**src/design/efr_pkg.sv**
```systemverilog
// Package for the event frame receiver: constants, codes and shared types.
package efr_pkg;

   localparam int HEADER_LEN = 18;
   localparam int POS_W = 5;
   localparam logic [POS_W-1:0] LAST_POS = POS_W'(HEADER_LEN - 1);
   localparam int SKIP_W = 24;
   localparam logic [SKIP_W-1:0] SKIP_LIMIT_RESET = 24'd65536;
   localparam int CSR_INDEX_W = 2;
   localparam int CSR_DATA_W = 32;
   localparam int QUEUE_DEPTH = 2;
   localparam int QPTR_W = $clog2(QUEUE_DEPTH);
   localparam int QCNT_W = $clog2(QUEUE_DEPTH + 1);

   typedef enum logic [CSR_INDEX_W-1:0] {
      CSR_FRAME_MAGIC     = 2'd0,
      CSR_FRAME_VERSION   = 2'd1,
      CSR_EVENT_TYPE_CODE = 2'd2,
      CSR_SKIP_LIMIT      = 2'd3
   } csr_reg_type;

   typedef enum logic [2:0] {
      STATUS_EVENT     = 3'd0,
      STATUS_BAD_HDR   = 3'd1,
      STATUS_SKIPPED   = 3'd2,
      STATUS_OVERSIZE  = 3'd3,
      STATUS_DISCARDED = 3'd4
   } status_type;

   typedef struct packed {
      logic [31:0]       frame_magic;
      logic [7:0]        frame_version;
      logic [7:0]        event_type_code;
      logic [SKIP_W-1:0] skip_limit;
   } cfg_type;

   typedef struct packed {
      status_type  status;
      logic [7:0]  button_num;
      logic [7:0]  button_state;
      logic [31:0] sequence_res;
      logic [7:0]  frame_type;
   } result_type;

   typedef struct packed {
      logic not_empty;
      logic full;
   } queue_stat_type;

endpackage

```
**src/design/efr_req_if.sv**
```systemverilog
// Input byte channel: one received byte and its new-connection mark per word.
interface efr_req_if;
   logic       valid;
   logic       ready;
   logic [7:0] rx_byte;
   logic       new_connection;

   modport source (output valid, output rx_byte, output new_connection, input ready);
   modport sink   (input valid, input rx_byte, input new_connection, output ready);
endinterface

```
**src/design/efr_rsp_if.sv**
```systemverilog
// Result channel: one header status word per completed header.
interface efr_rsp_if;
   logic        valid;
   logic        ready;
   logic [2:0]  status;
   logic [7:0]  button_num;
   logic [7:0]  button_state;
   logic [31:0] sequence_res;
   logic [7:0]  frame_type;

   modport source (output valid, output status, output button_num, output button_state,
                   output sequence_res, output frame_type, input ready);
   modport sink   (input valid, input status, input button_num, input button_state,
                   input sequence_res, input frame_type, output ready);
endinterface

```
**src/design/event_frame_receiver_core.sv**
```systemverilog
// Top level of the event frame receiver: register file, front end, queue, output stage.
//
//  channel | direction | words
//  req     | in        | rx_byte, new_connection: one stream byte
//  rsp     | out       | status, button_num, button_state, sequence_res, frame_type
//  csr     | in        | csr_we, csr_index, csr_wdata: register write
//
// One byte per cycle while the result queue has room; the last header byte is classified in the cycle it is taken.
// A result passes through the result queue and then the response register before it reaches rsp.
// req stalls only when the two-entry result queue is full.
// Reset clears the parser state and the queue; registers return to their reset values.
module event_frame_receiver_core (
   input  logic                             clock,
   input  logic                             reset,
   efr_req_if.sink                          req,
   efr_rsp_if.source                        rsp,
   input  logic                             csr_we,
   input  logic [efr_pkg::CSR_INDEX_W-1:0]  csr_index,
   input  logic [efr_pkg::CSR_DATA_W-1:0]   csr_wdata
);
   import efr_pkg::*;

   cfg_type        cfg_ff, cfg_in;
   queue_stat_type q_stat;
   logic           push;
   logic           pop;
   result_type     push_word;
   result_type     head_word;

   always_comb begin
      cfg_in = cfg_ff;
      if (csr_we) begin
         unique case (csr_index)
            CSR_FRAME_MAGIC:     cfg_in.frame_magic     = csr_wdata;
            CSR_FRAME_VERSION:   cfg_in.frame_version   = csr_wdata[7:0];
            CSR_EVENT_TYPE_CODE: cfg_in.event_type_code = csr_wdata[7:0];
            CSR_SKIP_LIMIT:      cfg_in.skip_limit      = csr_wdata[SKIP_W-1:0];
         endcase
      end
   end

   always_ff @(posedge clock) begin
      if (reset) begin
         cfg_ff.frame_magic     <= '0;
         cfg_ff.frame_version   <= '0;
         cfg_ff.event_type_code <= '0;
         cfg_ff.skip_limit      <= SKIP_LIMIT_RESET;
      end else begin
         cfg_ff <= cfg_in;
      end
   end

   efr_front u_front (
      .clock     (clock),
      .reset     (reset),
      .req       (req),
      .cfg       (cfg_ff),
      .q_stat    (q_stat),
      .push      (push),
      .push_word (push_word)
   );

   efr_queue u_queue (
      .clock     (clock),
      .reset     (reset),
      .push      (push),
      .push_word (push_word),
      .pop       (pop),
      .head_word (head_word),
      .q_stat    (q_stat)
   );

   efr_back u_back (
      .clock     (clock),
      .reset     (reset),
      .head_word (head_word),
      .q_stat    (q_stat),
      .pop       (pop),
      .rsp       (rsp)
   );

   a_push_room: assert property (@(posedge clock) disable iff (reset)
      push |-> !q_stat.full)
      else $error("result pushed into a full queue");

   a_pop_data: assert property (@(posedge clock) disable iff (reset)
      pop |-> q_stat.not_empty)
      else $error("result popped from an empty queue");

   a_full_stall: assert property (@(posedge clock) disable iff (reset)
      q_stat.full |-> !req.ready)
      else $error("byte taken while the queue is full");

   a_button_zero: assert property (@(posedge clock) disable iff (reset)
      (rsp.valid && rsp.status != STATUS_EVENT) |-> (rsp.button_num == 8'd0
                                                     && rsp.button_state == 8'd0))
      else $error("button fields set on a non-event word");
endmodule

```
**src/design/efr_front.sv**
```systemverilog
// Front end: takes bytes, gathers the header fields and classifies each header.
module efr_front (
   input  logic                   clock,
   input  logic                   reset,
   efr_req_if.sink                req,
   input  efr_pkg::cfg_type       cfg,
   input  efr_pkg::queue_stat_type q_stat,
   output logic                   push,
   output efr_pkg::result_type    push_word
);
   import efr_pkg::*;

   logic [POS_W-1:0]  pos_ff, pos_in;
   logic [SKIP_W-1:0] skip_ff, skip_in;
   logic              drop_ff, drop_in;
   logic [31:0]       magic_ff, magic_in;
   logic [7:0]        version_ff, version_in;
   logic [7:0]        type_ff, type_in;
   logic [31:0]       seq_ff, seq_in;
   logic [7:0]        width_lo_ff, width_lo_in;
   logic [7:0]        height_lo_ff, height_lo_in;
   logic [SKIP_W-1:0] plen_ff, plen_in;

   logic              accept;
   logic [POS_W-1:0]  pos;
   logic [SKIP_W-1:0] skip;
   logic              dropped;
   logic [7:0]        b;

   assign req.ready = !q_stat.full;
   assign accept    = req.valid && req.ready;
   assign b         = req.rx_byte;
   assign pos       = req.new_connection ? '0 : pos_ff;
   assign skip      = req.new_connection ? '0 : skip_ff;
   assign dropped   = req.new_connection ? 1'b0 : drop_ff;

   always_comb begin
      pos_in       = pos_ff;
      skip_in      = skip_ff;
      drop_in      = drop_ff;
      magic_in     = magic_ff;
      version_in   = version_ff;
      type_in      = type_ff;
      seq_in       = seq_ff;
      width_lo_in  = width_lo_ff;
      height_lo_in = height_lo_ff;
      plen_in      = plen_ff;
      push         = 1'b0;
      push_word.status       = STATUS_EVENT;
      push_word.button_num   = '0;
      push_word.button_state = '0;
      push_word.sequence_res = seq_ff;
      push_word.frame_type   = type_ff;
      if (accept) begin
         pos_in  = pos;
         skip_in = skip;
         drop_in = dropped;
         if (!dropped) begin
            if (skip != '0) begin
               skip_in = skip - 1'b1;
            end else begin
               unique case (pos)
                  5'd0:  magic_in[7:0]   = b;
                  5'd1:  magic_in[15:8]  = b;
                  5'd2:  magic_in[23:16] = b;
                  5'd3:  magic_in[31:24] = b;
                  5'd4:  version_in      = b;
                  5'd5:  type_in         = b;
                  5'd6:  seq_in[7:0]     = b;
                  5'd7:  seq_in[15:8]    = b;
                  5'd8:  seq_in[23:16]   = b;
                  5'd9:  seq_in[31:24]   = b;
                  5'd10: width_lo_in     = b;
                  5'd12: height_lo_in    = b;
                  5'd14: plen_in[7:0]    = b;
                  5'd15: plen_in[15:8]   = b;
                  5'd16: plen_in[23:16]  = b;
                  default: ;
               endcase
               if (pos == LAST_POS) begin
                  pos_in = '0;
                  push   = 1'b1;
                  priority if (magic_ff != cfg.frame_magic
                               || version_ff != cfg.frame_version) begin
                     push_word.status = STATUS_BAD_HDR;
                     drop_in          = 1'b1;
                  end else if (type_ff != cfg.event_type_code) begin
                     if (b == 8'd0 && plen_ff <= cfg.skip_limit) begin
                        push_word.status = STATUS_SKIPPED;
                        skip_in          = plen_ff;
                     end else begin
                        push_word.status = STATUS_OVERSIZE;
                        drop_in          = 1'b1;
                     end
                  end else if (b != 8'd0 || plen_ff != '0) begin
                     push_word.status = STATUS_DISCARDED;
                  end else begin
                     push_word.status       = STATUS_EVENT;
                     push_word.button_num   = width_lo_ff;
                     push_word.button_state = height_lo_ff;
                  end
               end else begin
                  pos_in = pos + 1'b1;
               end
            end
         end
      end
   end

   always_ff @(posedge clock) begin
      if (reset) begin
         pos_ff  <= '0;
         skip_ff <= '0;
         drop_ff <= 1'b0;
      end else begin
         pos_ff  <= pos_in;
         skip_ff <= skip_in;
         drop_ff <= drop_in;
      end
      magic_ff     <= magic_in;
      version_ff   <= version_in;
      type_ff      <= type_in;
      seq_ff       <= seq_in;
      width_lo_ff  <= width_lo_in;
      height_lo_ff <= height_lo_in;
      plen_ff      <= plen_in;
   end
endmodule

```
**src/design/efr_queue.sv**
```systemverilog
// Two-entry result queue between the front end and the output stage.
module efr_queue (
   input  logic                    clock,
   input  logic                    reset,
   input  logic                    push,
   input  efr_pkg::result_type     push_word,
   input  logic                    pop,
   output efr_pkg::result_type     head_word,
   output efr_pkg::queue_stat_type q_stat
);
   import efr_pkg::*;

   result_type        data_ff [QUEUE_DEPTH];
   logic [QPTR_W-1:0] wr_ptr_ff, wr_ptr_in;
   logic [QPTR_W-1:0] rd_ptr_ff, rd_ptr_in;
   logic [QCNT_W-1:0] count_ff, count_in;

   assign q_stat.not_empty = count_ff != '0;
   assign q_stat.full      = count_ff == QCNT_W'(QUEUE_DEPTH);
   assign head_word        = data_ff[rd_ptr_ff];

   always_comb begin
      wr_ptr_in = push ? wr_ptr_ff + 1'b1 : wr_ptr_ff;
      rd_ptr_in = pop  ? rd_ptr_ff + 1'b1 : rd_ptr_ff;
      count_in  = count_ff + QCNT_W'(push) - QCNT_W'(pop);
   end

   always_ff @(posedge clock) begin
      if (reset) begin
         wr_ptr_ff <= '0;
         rd_ptr_ff <= '0;
         count_ff  <= '0;
      end else begin
         wr_ptr_ff <= wr_ptr_in;
         rd_ptr_ff <= rd_ptr_in;
         count_ff  <= count_in;
      end
      if (push) begin
         data_ff[wr_ptr_ff] <= push_word;
      end
   end
endmodule

```
**src/design/efr_back.sv**
```systemverilog
// Output stage: moves queued results into the response register.
module efr_back (
   input  logic                    clock,
   input  logic                    reset,
   input  efr_pkg::result_type     head_word,
   input  efr_pkg::queue_stat_type q_stat,
   output logic                    pop,
   efr_rsp_if.source               rsp
);
   import efr_pkg::*;

   logic       out_valid_ff, out_valid_in;
   result_type out_ff, out_in;

   assign pop = q_stat.not_empty && (!out_valid_ff || rsp.ready);

   always_comb begin
      out_in       = out_ff;
      out_valid_in = out_valid_ff && !rsp.ready;
      if (pop) begin
         out_in       = head_word;
         out_valid_in = 1'b1;
      end
   end

   always_ff @(posedge clock) begin
      if (reset) begin
         out_valid_ff <= 1'b0;
      end else begin
         out_valid_ff <= out_valid_in;
      end
      out_ff <= out_in;
   end

   assign rsp.valid        = out_valid_ff;
   assign rsp.status       = out_ff.status;
   assign rsp.button_num   = out_ff.button_num;
   assign rsp.button_state = out_ff.button_state;
   assign rsp.sequence_res = out_ff.sequence_res;
   assign rsp.frame_type   = out_ff.frame_type;
endmodule

```
**src/flat_wrapper.sv**
```systemverilog
// flat-port wrapper written by rule: the top's interface ports become plain ports
module event_frame_receiver_core_flat import efr_pkg::*;
  (clock, reset, csr_we, csr_index, csr_wdata, req_valid, req_rx_byte, req_new_connection, req_ready, rsp_valid, rsp_status, rsp_button_num, rsp_button_state, rsp_sequence_res, rsp_frame_type, rsp_ready);
  efr_req_if req_i ();
  efr_rsp_if rsp_i ();
  input  logic clock;
  input  logic reset;
  input  logic csr_we;
  input  logic [efr_pkg::CSR_INDEX_W-1:0] csr_index;
  input  logic [efr_pkg::CSR_DATA_W-1:0] csr_wdata;
  input wire logic [$bits(req_i.valid)-1:0] req_valid;
  input wire logic [$bits(req_i.rx_byte)-1:0] req_rx_byte;
  input wire logic [$bits(req_i.new_connection)-1:0] req_new_connection;
  output wire logic [$bits(req_i.ready)-1:0] req_ready;
  output wire logic [$bits(rsp_i.valid)-1:0] rsp_valid;
  output wire logic [$bits(rsp_i.status)-1:0] rsp_status;
  output wire logic [$bits(rsp_i.button_num)-1:0] rsp_button_num;
  output wire logic [$bits(rsp_i.button_state)-1:0] rsp_button_state;
  output wire logic [$bits(rsp_i.sequence_res)-1:0] rsp_sequence_res;
  output wire logic [$bits(rsp_i.frame_type)-1:0] rsp_frame_type;
  input wire logic [$bits(rsp_i.ready)-1:0] rsp_ready;
  assign req_i.valid = req_valid;
  assign req_i.rx_byte = req_rx_byte;
  assign req_i.new_connection = req_new_connection;
  assign req_ready = req_i.ready;
  assign rsp_valid = rsp_i.valid;
  assign rsp_status = rsp_i.status;
  assign rsp_button_num = rsp_i.button_num;
  assign rsp_button_state = rsp_i.button_state;
  assign rsp_sequence_res = rsp_i.sequence_res;
  assign rsp_frame_type = rsp_i.frame_type;
  assign rsp_i.ready = rsp_ready;
  event_frame_receiver_core u_core (.clock(clock), .reset(reset), .req(req_i), .rsp(rsp_i), .csr_we(csr_we), .csr_index(csr_index), .csr_wdata(csr_wdata));
endmodule
```
**config.mk**
```make
export PLATFORM = sky130hd
export DESIGN_NAME = event_frame_receiver_core_flat
export DESIGN_NICKNAME = d
export VERILOG_FILES = /design/src/design/efr_pkg.sv /design/src/design/efr_req_if.sv /design/src/design/efr_rsp_if.sv /design/src/design/event_frame_receiver_core.sv /design/src/design/efr_front.sv /design/src/design/efr_queue.sv /design/src/design/efr_back.sv /design/src/flat_wrapper.sv
export SDC_FILE = /design/constraint.sdc
export NUM_CORES = 1
export LEC_CHECK = 0
export BUFFER_PORTS_ARGS = -buffer_cell sky130_fd_sc_hd__buf_4
export CAP_MARGIN = 0
export CORE_MARGIN = 3
export CORE_UTILIZATION = 65
export CTS_CLUSTER_DIAMETER = 200
export DETAILED_ROUTE_END_ITERATION = 8
export PLACE_DENSITY = 0.85
export SKIP_LAST_GASP = 1
export SYNTH_ARGS = -nofsm -noshare
export SYNTH_HDL_FRONTEND = slang
export SYNTH_SLANG_ARGS = --single-unit
```
**constraint.sdc**
```tcl
create_clock -name clock -period 15.2 [get_ports clock]
set_input_delay 0.76 -clock clock [delete_from_list [all_inputs] [get_ports clock]]
set_output_delay 0.76 -clock clock [all_outputs]
set_load 0.05 [all_outputs]
```
Yosys cells after proc, flatten, opt, wreduce, memory -nomap -nowiden
Memories as Yosys holds them, arrays and structs flattened. A register that Yosys moved wholly into a read port is not among the register bits. Cells that the tools add are included.

Magnitude comparators: 1. Mux-type cells: 36. Add/sub/neg operators: 6. Bitwise gates (word level): 2. Equal/unequal tests: 22. Reductions and logical operators: 36.

Operator list (number): 24-bit two-way mux (7); 19-bit two-way mux (4); 4-bit AND reduction (15); 16-bit two-way mux (3); 24-bit nonzero test (2); 32-bit inequality test (1); 5-bit by 4-bit == test with 1-bit output, second input constant (6); 24-bit less-or-equal comparator (1); 24-bit by 1-bit subtractor with 24-bit output, second input constant (1); 5-bit by 3-bit == test with 1-bit output, second input constant (4); 5-bit two-way mux (4); 8-bit inequality test (2); 1-bit two-way mux (15); 5-bit by 2-bit == test with 1-bit output, second input constant (2); 5-bit == test, second input constant (2); 3-bit two-way mux (3); 8-bit logical NOT (1); 2-bit AND reduction (4); 8-bit nonzero test (1); 2-bit == test, second input constant (3); 5-bit by 1-bit adder with 5-bit output, second input constant (1); 5-bit by 1-bit == test with 1-bit output, second input constant (1); 5-bit logical NOT (1); 1-bit logical AND (4); 9 further kinds (15).

Memories: 1. Input port bits: 48. Logic and storage cells: 130. Output and inout port bits: 61. RAM bits: 118. Flip-flop bits (word level): 227.

Memories: u_core.u_queue.data_ff (words 2, width 59, read ports 1, clocked after Yosys merged registers in 1, wr ports 1, line efr_queue.sv:13) `result_type data_ff [QUEUE_DEPTH];`.

Longest topological paths before layout
Gate-level depths: netlist of the first run.

Depth after elaboration: 9. Mapped depth: 17. Mapped depth without buffers: 13.

By module
From an unflattened synthesis of the first run, not the netlist that was laid out.

Cells, all modules: 1204. Area, all modules: 16739.8 µm².

Modules (own cells, without submodules): efr_front (cells an instance 663, area an instance 7410.9 µm², sequential area each 4204.0 µm², instances 1); efr_queue (cells an instance 205, area an instance 4521.8 µm², sequential area each 3643.5 µm², instances 1); event_frame_receiver_core (cells an instance 272, area an instance 2980.4 µm², sequential area each 1441.4 µm², instances 1); efr_back (cells an instance 64, area an instance 1826.8 µm², sequential area each 1791.7 µm², instances 1).

Worst setup path before layout of the first run
Ideal clock, no wire load.

Kind: in2reg. Start: in req_new_connection. End: mem u_core.u_queue.data_ff[0][0] (netlist name), enable pin. Library setup time: 0.476 ns. Buffers on the path: 4. Arrival: 5.001 ns. Path slack: 9.723 ns. Data required time: 14.724 ns. Stages: 12. Cells stage by stage: clkbuf_1 -> inv_1 -> clkbuf_1 -> nand2_1 -> ha_1 -> nor3b_1 -> a32o_1 -> buf_4 -> and3_1 -> buf_6 -> nand2_4 -> nor2_1.

Cells in the longest elaborated chain, start to end: 8. Elaborated cells on any way between the ends: 11. Classes of those cells: eq/ne (1); mux (9); reduce/logical (1).

RTL lines: from (decl) (line flat_wrapper.sv:13) `input wire logic [$bits(req_i.new_connection)-1:0] req_new_connection;`; 5-bit two-way mux (line efr_front.sv:33) `assign pos = req.new_connection ? '0 : pos_ff;`; 5-bit == test (line efr_front.sv:80) `if (pos == LAST_POS) begin`; 1-bit two-way mux (line efr_front.sv:80); 1-bit two-way mux (line efr_front.sv:59) `if (skip != '0) begin`; 1-bit two-way mux * (line efr_front.sv:58) `if (!dropped) begin`; 1-bit two-way mux * (line efr_front.sv:54) `if (accept) begin`; 1-bit two-way mux * (line efr_queue.sv:38) `if (push) begin`; 1-bit two-way mux (implied by the code) * (line efr_queue.sv:39) `data_ff[wr_ptr_ff] <= push_word;`; to (decl) (line efr_queue.sv:13).

Every way passes the cells marked *; elsewhere a longest branch is shown, timed or not.

Final worst setup path of the first run
Start: in req_new_connection. End: reg u_core.u_front.plen_ff[16], enable pin.

Cells in the longest elaborated chain, start to end: 4. Elaborated cells on any way between the ends: 8. Classes of those cells: eq/ne (1); mux (3); bitwise (2); reduce/logical (2).

RTL lines: 24-bit two-way mux (line efr_front.sv:34) `assign skip = req.new_connection ? '0 : skip_ff;`; 24-bit nonzero test (line efr_front.sv:59); 1-bit NOT (no line); 4-bit AND reduction (no line) *; to (signal assigned) (line efr_front.sv:126) `plen_ff <= plen_in;`; to (decl) (line efr_front.sv:22) `logic [SKIP_W-1:0] plen_ff, plen_in;`.

Marks and branches as above. A chain may end at the register's enable or synchronous reset.

==> results of run 1 <==
[metrics by stage]
| stage | hold slack, ns | instances | instance area [sq um] |
|---|---|---|---|
| floorplan | 0.421 | 1197 | 16000 |
| global placement | 0.424 | 1579 | 17000 |
| CTS | 0.446 | 1647 | 18300 |
| global route | 0.464 | 1647 | 18300 |
| finish | 0.449 | 1647 | 18300 |
| detailed placement | 0.433 | 1579 | 17000 |
[cell families after synthesis]
group                      after synthesis  share of synthesized area
buffers and inverters                   89                     0.0230
muxes                                   76                     0.0523
adders and majority gates               32                     0.0251
xor gates and xnor gates                53                     0.0291
AOI/OAI and AO/OA                      193                     0.0729
DFF                                    404                      0.693
and+or+nand+nor                        350                      0.105
[worst register-to-register path, cell delays in order, from the launching register on]
cell     delay, ns
dfxtp_1       0.37
nand2_1       0.08
ha_1          0.41
nor3b_1       0.25
a32o_1        0.37
and2_1        0.62
o21ai_0       0.53
nor3_1        0.95
[path summary, 6_finish.rpt]
| path | startpoint | to | slack (ns) | cells after the start |
|---|---|---|---|---|
| max reg2reg | u_core.u_front.skip_ff[1]$_SDFFE_PP0P_ | u_core.u_front.plen_ff[16]$_DFFE_PP_ | 11.23 | 7 |
| min | u_core.u_front.seq_ff[11]$_DFFE_PP_ | u_core.u_queue.data_ff[1][19]$_DFFE_PP_ | 0.45 | 0 |
| min reg2reg | u_core.u_front.seq_ff[11]$_DFFE_PP_ | u_core.u_queue.data_ff[1][19]$_DFFE_PP_ | 0.45 | 0 |
| max | req_new_connection | u_core.u_front.plen_ff[16]$_DFFE_PP_ | 10.54 | 9 |
[cells in the mapped netlist (all sizes together) (4+ instances only)]
cell type / number / area share
o21a: 5 / 0.0024
edfxtp: 297 / 0.56
a21o: 4 / 0.0019
and2: 19 / 0.0074
ha: 32 / 0.025
nor2b: 5 / 0.0020
mux2i: 17 / 0.011
xnor2: 4 / 0.0022
xor2: 49 / 0.027
and3: 4 / 0.0016
nand3: 11 / 0.0034
nor4: 34 / 0.013
mux2: 59 / 0.042
nand2: 147 / 0.035
a21oi: 99 / 0.031
a31oi: 13 / 0.0051
nand4: 13 / 0.0051
nor2: 65 / 0.015
inv: 33 / 0.0078
dfxtp: 107 / 0.13
nor3b: 5 / 0.0024
clkbuf: 40 / 0.0094
buf: 16 / 0.0058
or3: 11 / 0.0043
o21ai: 29 / 0.0091
a211oi: 9 / 0.0042
nor3: 21 / 0.0069
[sequential cells by signal, indices dropped and copies added (netlist names), 2 cells and up]
signal and cells:
u_core.u_front.plen_ff 24, u_core.u_front.pos_ff 5, u_core.u_queue.count_ff 2, u_core.u_back.rsp.frame_type 8, u_core.u_front.skip_ff 24, u_core.u_queue.data_ff 118, u_core.u_front.width_lo_ff 8, u_core.u_front.magic_ff 32
u_core.u_front.version_ff 8, u_core.u_back.rsp.status 3, u_core.u_front.height_lo_ff 8, u_core.cfg_ff 72, u_core.u_front.type_ff 8, u_core.u_back.rsp.button_num 8, u_core.u_front.seq_ff 32, u_core.u_back.rsp.sequence_res 32
u_core.u_back.rsp.button_state 8
[where the power goes]
part,leakage [nW],switching (mW),internal [mW]
clock,0.618,0.391,0.562
sequential,3.40,0.0150,1.19
combinational,2.30,0.0792,0.0435
total,6.32,0.485,1.79
[layout make-up]
class,instances,area [sq um],area share
timing repair buffer,119,893,0.0488
sequential,404,11100,0.604
clock inverter,22,248,0.0135
multi-input combinational,704,4570,0.249
clock buffer,46,1010,0.0553
tap,319,399,0.0218
inverter,33,124,0.00677
[per-layer routing]
| layer | vias up | routed length, microns | track usage |
|---|---|---|---|
| met2 | 524 | 16900 | 0.426 |
| met4 | 0 | 1230 | 0.100 |
| met1 | 4863 | 13500 | 0.348 |
| met5 | - | 0 | 0 |
| li1 | 4613 | - | - |
| met3 | 112 | 2980 | 0.0486 |
==> impl_results.md, run 1 <==
- Initial antenna violation count: 0
- Post-synth EDFFs: about 300
- Placement Setup Slack: ~10 ns
- Fmax achieved: roughly 210 MHz
- Crit-path cells: buf_4 -> inv_1 -> nand2_1 -> ha_1 -> nor3b_1 -> a32o_1 -> and2_1 -> o21ai_0 -> nor3_1
- Total congestion overflow: 0
- Final slew viol count: 0
- HPWL Detailed: 21.2 mm
- Starting Density: 0.670
- CTS Buffer Depth: 3
- Final setup vio count: 0
- Post-CTS sizing: 0
- IO Pins: roughly 110
- Power Dens Cells: ~120 nW/um^2
- WL per Instance: roughly 21 microns
- Fill cell count: 1412
- Commonest non-fill, non-tap cell in the layout: edfxtp_1
- Mapped Cells: around 1200
- Starting DRT DRC Count: ~1200
- Critical path class: input port to register
- Cts hold-fix bufs: 0
- Cell family with most CP delay: simple AND/OR/NAND/NOR gates
- Unrepaired setup endpoints after global routing: no
- CTS Root Cell: clkbuf_16
- Vias: between 10000 and 15000
- Nets: 1380
- Die X: between 150 and 200 microns
- Crit-path slowest cell: nor3_1
- Most used DFF post-synth: edfxtp_1
- Inserted Clock Buffers: 38
- First-pass DRT Iterations: 6
- Synth Register Bits: slightly above 400
- Worst-path fanout max: 28
- IO buf count: around 110
- Pin count of the biggest net entering global routing: a little under 90
- Area grow syn2layout: 14.6%
- Mean Syn Cell Area: 13.3 sq um
- Antenna viol nets, final: 0
- Worst Tran Pin Value: ~1.1 ns
- Final Power: 2.28 mW
- Clock latency on the worst-skew pair: 0.53 ns
- Critical path data required time: ~15 ns
- Worst Setup Start Kind: input port
- Skew final: 0.0190 ns
- Share of cells above drive strength 1: 0.188
- GPL Wtd Cong: approximately 0.9
- Setup WS post-layout: between 10 and 15 ns
- Max VDD drop: around 0.087 mV
- GRT Overall Usage: 0.259
- Min-Delay Path Class: register to register
- Final min period: between 4 and 5 ns
- Post-CTS setup buffers: 0
- Core area: 23800 sq um
- Hold Vio Cnt, Final: 0
- CP endpoint kind: register
- ANT cells: 0
- Most frequent cells in the layout: edfxtp_1, nand2_1, buf_4
- Sequential area share after synthesis: 0.693
- First-pass GRT wire length: roughly 53 mm
- Die Footprint: between 20000 and 30000 sq um
- Post-synth cell types: between 60 and 70
- Fin crit share: 0.307
- Worst EP arrival: 4.81 ns
- Synthesized area: ~16000 sq um
- Synthesis Warnings: 0
- Post-Syn Nets: ~1300
- Post-route setup TNS: 0 ns
- Via-to-Cell Ratio: approximately 6
- DIE HEIGHT: approximately 160 microns
- CTS Sinks: about 400
- Number of global-route vias before repair: slightly below 10000
- Run status: finished clean
- Static leakage: roughly 6.3 nW
- Post-Route WL: roughly 35 mm
- Fin util: 0.768
- Rel. slew slack: 0.241
- Critical Path Max Stage Delay: approximately 0.95 ns
- H-Tree Depth: 2
- Worst-path clk slew: about 0.06 ns
- Max Cap Violations: 0
- CTS tree: built
- Async SR Flop Fraction: 0
- CP Buf/Inv Count: 2
- Site Rows: between 50 and 60
- Post-route DRC: 0
No activity file was read; power rests on OpenSTA's default activity.
==> run 2: changes to the inputs <==
--- a/config.mk
+++ b/config.mk
@@ -8,10 +8,10 @@
 export BUFFER_PORTS_ARGS = -buffer_cell sky130_fd_sc_hd__buf_4
 export CAP_MARGIN = 0
 export CORE_MARGIN = 3
-export CORE_UTILIZATION = 65
+export CORE_UTILIZATION = 60
 export CTS_CLUSTER_DIAMETER = 200
 export DETAILED_ROUTE_END_ITERATION = 8
-export PLACE_DENSITY = 0.85
+export PLACE_DENSITY = 0.79
 export SKIP_LAST_GASP = 1
 export SYNTH_ARGS = -nofsm -noshare
 export SYNTH_HDL_FRONTEND = slang
==> constraint.sdc (replaced) <==
create_clock -name clock -period 4.4 [get_ports clock]
set_input_delay 0.22 -clock clock [delete_from_list [all_inputs] [get_ports clock]]
set_output_delay 0.22 -clock clock [all_outputs]
set_load 0.05 [all_outputs]
==> impl_results.md, run 2 (synthesized netlist as in run 1, its figures left out) <==
- Run status: finished clean
- Worst-path fanout max: 10 (-64%)
- Post-route DRC: 0 (unchanged)
- Vias: 10200 (+0.75%)
- Critical path origin: u_core.u_front.skip_ff[2]$_SDFFE_PP0P_
- Starting Density: 0.611 (-0.0592)
- Hold Vio Cnt, Final: 0 (unchanged)
- Nets: 1430 (+3.6%)
- Critical path destination: u_core.u_front.seq_ff[0]$_DFFE_PP_
- Initial antenna violation count: 0 (unchanged)
- Met3 WL: 2.41 mm (-19%)
- Setup WS post-layout: 1.17 ns (-9.37 ns)
- HPWL Detailed: 22.0 mm (+4.0%)
- Worst Setup Start Kind: register
- Critical path class: register to register
- Worst EP arrival: 3.41 ns (-1.40 ns)
- Die Footprint: 28600 sq um (+8.0%)
- Critical path data required time: 4.57 ns (-10.78 ns)
- Post-CTS setup buffers: 0 (unchanged)
- Reg-to-reg setup timing slack: 1.17 ns (-10.06 ns)
- Met2 WL post-DR: 16.8 mm (-0.21%)
- Site Rows: 59 (+5.4%)
- CTS Root Cell: clkbuf_16
- Number of global-route vias before repair: 9842 (-0.33%)
- IO buf count: 108 (unchanged)
- Worst Tran Pin Value: 0.907 ns (-0.225 ns)
- Fin crit share: 0.735
- Core area: 26100 sq um (+9.7%)
- Rel. slew slack: 0.394 (+0.153)
- Unrepaired setup endpoints after global routing: no
- CTS Buffer Depth: 3 (unchanged)
- Post-Route WL: 35.2 mm (+1.8%)
- Max reg flops: 118 (unchanged)
- Inserted Clock Buffers: 40 (+5.3%)
- DIE HEIGHT: 169 microns (+3.9%)
- Share of cells above drive strength 1: 0.190 (+0.00205)
- Power Dens Cells: 422 nW/um^2 (+240%)
- Fill cell count: 1694 (+20%)
- GRT Overall Usage: 0.242 (-0.0172)
- First-pass GRT wire length: 54.1 mm (+1.8%)
- CTS Sinks: 404 (unchanged)
- CTS tree: built
- Placement Setup Slack: 1.03 ns (-9.11 ns)
- Fmax achieved: roughly 310 MHz
- H-Tree Depth: 2 (unchanged)
- First-pass DRT Iterations: 5 (-1)
- Max Cap Violations: 0 (unchanged)
- Final setup vio count: 0 (unchanged)
- Total congestion overflow: 0 (unchanged)
- Final slew viol count: 0 (unchanged)
- Antenna viol nets, final: 0 (unchanged)
- GPL Wtd Cong: 0.898 (unchanged)
- ANT cells: 0 (unchanged)
- Top reg by flops: u_core.u_queue.data_ff
- Most frequent cells in the layout: edfxtp_1, nand2_1, buf_4
- Regs by FF count: u_core.u_queue.data_ff: 118 flops, u_core.cfg_ff: 72 flops
- Commonest non-fill, non-tap cell in the layout: edfxtp_1
- Area grow syn2layout: 17.8%
- R2r startpoint: u_core.u_front.skip_ff[2]$_SDFFE_PP0P_
- Fin area: 18800 sq um (+2.7%)
- Cts hold-fix bufs: 33 (+33)
- Skew final: 0.0154 ns (-0.00362 ns)
- Wl on met1: 14.9 mm (+9.8%)
- Min-Delay Path Class: input port to register
- Post-CTS sizing: 0 (unchanged)
- Via-to-Cell Ratio: 5.93 (-3.4%)
- Final hold slack: 0.0619 ns (-0.387 ns)
- Max VDD drop: 0.345 mV (+300%)
- Final min period: between 3 and 4 ns
- Path depth of the worst reg2reg path: 6 (-1)
- Starting DRT DRC Count: 1009 (-19%)
- Die X: 169 microns (+3.9%)
- Fin util: 0.720 (-0.0487)
- Crit-path cells: or4_4 -> nor3_2 -> a32o_1 -> nand2_1 -> or4b_2 -> nor2_1
- Clock latency on the worst-skew pair: 0.55 ns (+0.02 ns)
- Reg2Reg Capture Point: u_core.u_front.seq_ff[0]$_DFFE_PP_
- IO Pins: 109 (unchanged)
- WL per Instance: 20.5 microns (-2.4%)
- Topmost layer with routed signal wires: met4
- DP Area: 17200 sq um (+0.85%)
- Pin count of the biggest net entering global routing: 62 (-30%)
- Static leakage: 6.54 nW (+3.5%)
- Worst-path clk slew: 0.06 ns (about the same)
- CP endpoint kind: register
- Crit-path slowest cell: or4b_2
- Critical Path Max Stage Delay: 0.74 ns (-0.21 ns)
==> run 2: cell count changes in the layout (fill, tap and decap cells not counted), moves of 3 or more <==
cell and delta:
dlygate4sd3_1 +33, buf_4 +14, clkbuf_1 +11, clkinv_1 -3
==> run 2: report_power, final <==
| group | switching, mW | internal (mW) | leakage (nW) |
|---|---|---|---|
| clock network | 1.40 | 1.93 | 0.619 |
| registers | 0.0503 | 4.11 | 3.40 |
| logic | 0.281 | 0.179 | 2.52 |
==> run 2: per-stage QoR <==
stage	TNS, ns	cells	power (mW)
2_1_floorplan	-63.42	1197	4.51
3_3_place_gp	0	1610	4.66
3_5_place_dp	0	1610	4.67
4_1_cts	0	1717	7.98
5_1_grt	0	1717	8.18
6_report	0	1717	7.95
==> run 2: layer usage <==
layer  vias up  track usage
met2       430        0.395
met4         0       0.0836
met5         -            0
li1       4721            -
met1      4956        0.338
met3        81       0.0384
==> run 2: cell type report <==
| cell class | count | area (sq um) | share of cell area |
|---|---|---|---|
| Inverter | 33 | 124 | 0.00659 |
| Sequential cell | 404 | 11100 | 0.588 |
| Clock buffer | 59 | 1100 | 0.0587 |
| Timing Repair Buffer | 167 | 1350 | 0.0717 |
| Multi-Input combinational cell | 704 | 4570 | 0.243 |
| Tap cell | 335 | 419 | 0.0223 |
| Clock inverter | 15 | 184 | 0.00978 |
==> run 2: worst min-delay path by stage <==
stage	from	depth (start not counted)	endpoint
2_1_floorplan	req_rx_byte[0]	0	u_core.u_front.height_lo_ff[0]$_DFFE_PP_
3_3_place_gp	u_core.u_front.seq_ff[16]$_DFFE_PP_	0	u_core.u_queue.data_ff[0][24]$_DFFE_PP_
3_5_place_dp	u_core.u_front.seq_ff[19]$_DFFE_PP_	0	u_core.u_queue.data_ff[1][27]$_DFFE_PP_
4_1_cts	csr_index[0]	4	u_core.cfg_ff[52]$_SDFFE_PP0P_
5_1_grt	req_rx_byte[3]	1	u_core.u_front.seq_ff[27]$_DFFE_PP_
6_report	csr_index[1]	4	u_core.cfg_ff[52]$_SDFFE_PP0P_
==> run 2: critical path: cells and delay by family (launching register included) <==
kind | cells | cell delay, ns
simple gates | 5 | 2.13
flops | 1 | 0.38
compound gates | 1 | 0.36
==> run 3: changes to the inputs <==
--- a/config.mk
+++ b/config.mk
@@ -8,10 +8,10 @@
 export BUFFER_PORTS_ARGS = -buffer_cell sky130_fd_sc_hd__buf_4
 export CAP_MARGIN = 0
 export CORE_MARGIN = 3
-export CORE_UTILIZATION = 60
+export CORE_UTILIZATION = 54
 export CTS_CLUSTER_DIAMETER = 200
 export DETAILED_ROUTE_END_ITERATION = 8
-export PLACE_DENSITY = 0.79
+export PLACE_DENSITY = 0.75
 export SKIP_LAST_GASP = 1
 export SYNTH_ARGS = -nofsm -noshare
 export SYNTH_HDL_FRONTEND = slang
==> constraint.sdc (replaced) <==
create_clock -name clock -period 2.7 [get_ports clock]
set_input_delay 0.135 -clock clock [delete_from_list [all_inputs] [get_ports clock]]
set_output_delay 0.135 -clock clock [all_outputs]
set_load 0.05 [all_outputs]
==> impl_results.md, run 3 (synthesized netlist as in run 1, its figures left out) <==
- Critical path data required time: 2.92 ns (-1.65 ns)
- Initial antenna violation count: 0 (unchanged)
- Total congestion overflow: 0 (unchanged)
- Nets: 1476 (+3.2%)
- Fmax achieved: 380 MHz (+23%)
- Static leakage: 6.82 nW (+4.4%)
- Final Power: 13.3 mW (+67%)
- Core area: 28900 sq um (+11%)
- Rel. slew slack: 0.414 (+0.0204)
- First-pass DRT Iterations: 5 (unchanged)
- Post-route DRC: 0 (unchanged)
- Run status: finished clean
- Starting Density: 0.552 (-0.0592)
- Pin count of the biggest net entering global routing: 67 (+8.1%)
- Final min period: 2.63 ns (-0.602 ns)
- CP endpoint kind: register
- Wl on met1: 15.1 mm (+1.3%)
- Met2 WL post-DR: 17.3 mm (+2.9%)
- Antenna viol nets, final: 0 (unchanged)
- First-pass GRT wire length: 55.0 mm (+1.5%)
- Placement Setup Slack: -0.178 ns (-1.21 ns)
- Hold Vio Cnt, Final: 0 (unchanged)
- Reg area: 11100 sq um (about the same)
- CTS Sinks: 404 (unchanged)
- Most frequent cells in the layout: edfxtp_1, buf_4, nand2_1
- Worst-path fanout max: 8 (-2)
- Die X: 178 microns (+5.2%)
- Final setup vio count: 0 (unchanged)
- Post-Route WL: 36.0 mm (+2.1%)
- Die Footprint: 31700 sq um (+11%)
- Regs by FF count: u_core.u_queue.data_ff: 118 flops, u_core.cfg_ff: 72 flops
- GPL Wtd Cong: 0.917 (+2.1%)
- Topmost layer with routed signal wires: met4
- Fill cell count: 2012 (+19%)
- Fin util: 0.673 (-0.0472)
- Power Dens Cells: 683 nW/um^2 (+62%)
- Met3 WL: 2.32 mm (-3.7%)
- Skew final: 0.0159 ns (+0.000539 ns)
- Final slew viol count: 0 (unchanged)
- Max VDD drop: 0.519 mV (+51%)
- CTS Buffer Depth: 3 (unchanged)
- CTS Root Cell: clkbuf_16
- Commonest non-fill, non-tap cell in the layout: edfxtp_1
- H-Tree Depth: 2 (unchanged)
- Max reg flops: 118 (unchanged)
- Unrepaired setup endpoints after global routing: yes
- Starting DRT DRC Count: 873 (-13%)
- Worst-path clk slew: 0.07 ns (about the same)
- Via-to-Cell Ratio: 5.70 (-3.9%)
- Setup WS post-layout: 0.0680 ns (-1.10 ns)
- IO Pins: 109 (unchanged)
- DIE HEIGHT: 178 microns (+5.2%)
- Worst EP arrival: 2.85 ns (-0.56 ns)
- Max Cap Violations: 0 (unchanged)
- Worst Tran Pin Value: 0.876 ns (-0.0305 ns)
- Critical path class: register to register
- Area of the multi-input gates: 4670 sq um (+2.4%)
- Area grow syn2layout: 21.9%
- Inserted Clock Buffers: 41 (+2.5%)
- Clock latency on the worst-skew pair: 0.54 ns (about the same)
- Min-Delay Path Class: input port to register
- HPWL Detailed: 22.6 mm (+2.6%)
- Site Rows: 62 (+5.1%)
- Share of cells above drive strength 1: 0.231 (+0.0408)
- Vias: 10300 (+1.4%)
- Fin crit share: 0.975 (+0.240)
- Number of global-route vias before repair: 9974 (+1.3%)
- Worst Setup Start Kind: register
- Top reg by flops: u_core.u_queue.data_ff
- CTS tree: built
- GRT Overall Usage: 0.225 (-0.0170)
- IO buf count: 108 (unchanged)
- WL per Instance: 19.8 microns (-3.2%)
- ANT cells: 0 (unchanged)
run 3: cell types whose count changed in the layout (fill, tap and decap cells not counted), sizes merged:
cell,delta
inv,+2
bufinv,+1
dlygate4sd3,+3
buf,+42
clkbuf,-7
clkinv,+5
run 3: path summary, 6_finish.rpt:
path                                            from                                       to  slack [ns]  cells after the start
max          u_core.u_front.skip_ff[19]$_SDFFE_PP0P_      u_core.u_front.seq_ff[11]$_DFFE_PP_        0.07                      7
max reg2reg  u_core.u_front.skip_ff[19]$_SDFFE_PP0P_      u_core.u_front.seq_ff[11]$_DFFE_PP_        0.07                      7
min reg2reg       u_core.u_front.seq_ff[4]$_DFFE_PP_  u_core.u_queue.data_ff[1][12]$_DFFE_PP_        0.44                      0
min                                   req_rx_byte[2]      u_core.u_front.type_ff[2]$_DFFE_PP_        0.03                      1
run 3: critical path: stages, from the launching register on:
cell and delay (ns):
dfxtp_2 0.33, or3_4 0.37, or2_4 0.26, o31ai_4 0.22, buf_6 0.15, nand2_1 0.06, or4b_4 0.63, nor2_4 0.29
run 3: where the power goes:
group	switching [mW]	internal, mW	total [mW]
combinational	0.510	0.357	0.867
sequential	0.0692	6.70	6.76
clock	2.32	3.34	5.66
run 3: final cells by class:
type	instances	area share
well taps	384	0.0247
repair buffers	212	0.0905
inverters	33	0.00637
flip-flops and latches	404	0.569
multi-input cells	704	0.240
clock buffers	52	0.0575
clock inverters	23	0.0123
run 3: metrics by stage:
step	std cells	TNS, ns	hold WS, ns	instance area [sq um]
floorplan	1197	-37.93	0.234	16100
finish	1812	0	0.0304	19500
global placement	1700	-0.300	0.388	17700
global route	1812	-0.278	0.0105	19500
detailed placement	1700	-0.336	0.395	17700
CTS	1811	0	0.00643	19400
run 3: repair_timing:
item	in CTS	in global routing
resized for setup	0	12
hold endpoints to repair	78	0
setup endpoints to repair	0	160
setup buffers	0	1
hold buffers	36	0
run 3: metal layers:
| layer | global-route usage | vias up |
|---|---|---|
| met1 | 0.307 | 5042 |
| met5 | 0 | - |
| met4 | 0.0808 | 0 |
| met2 | 0.369 | 392 |
| met3 | 0.0353 | 86 |
| li1 | - | 4811 |
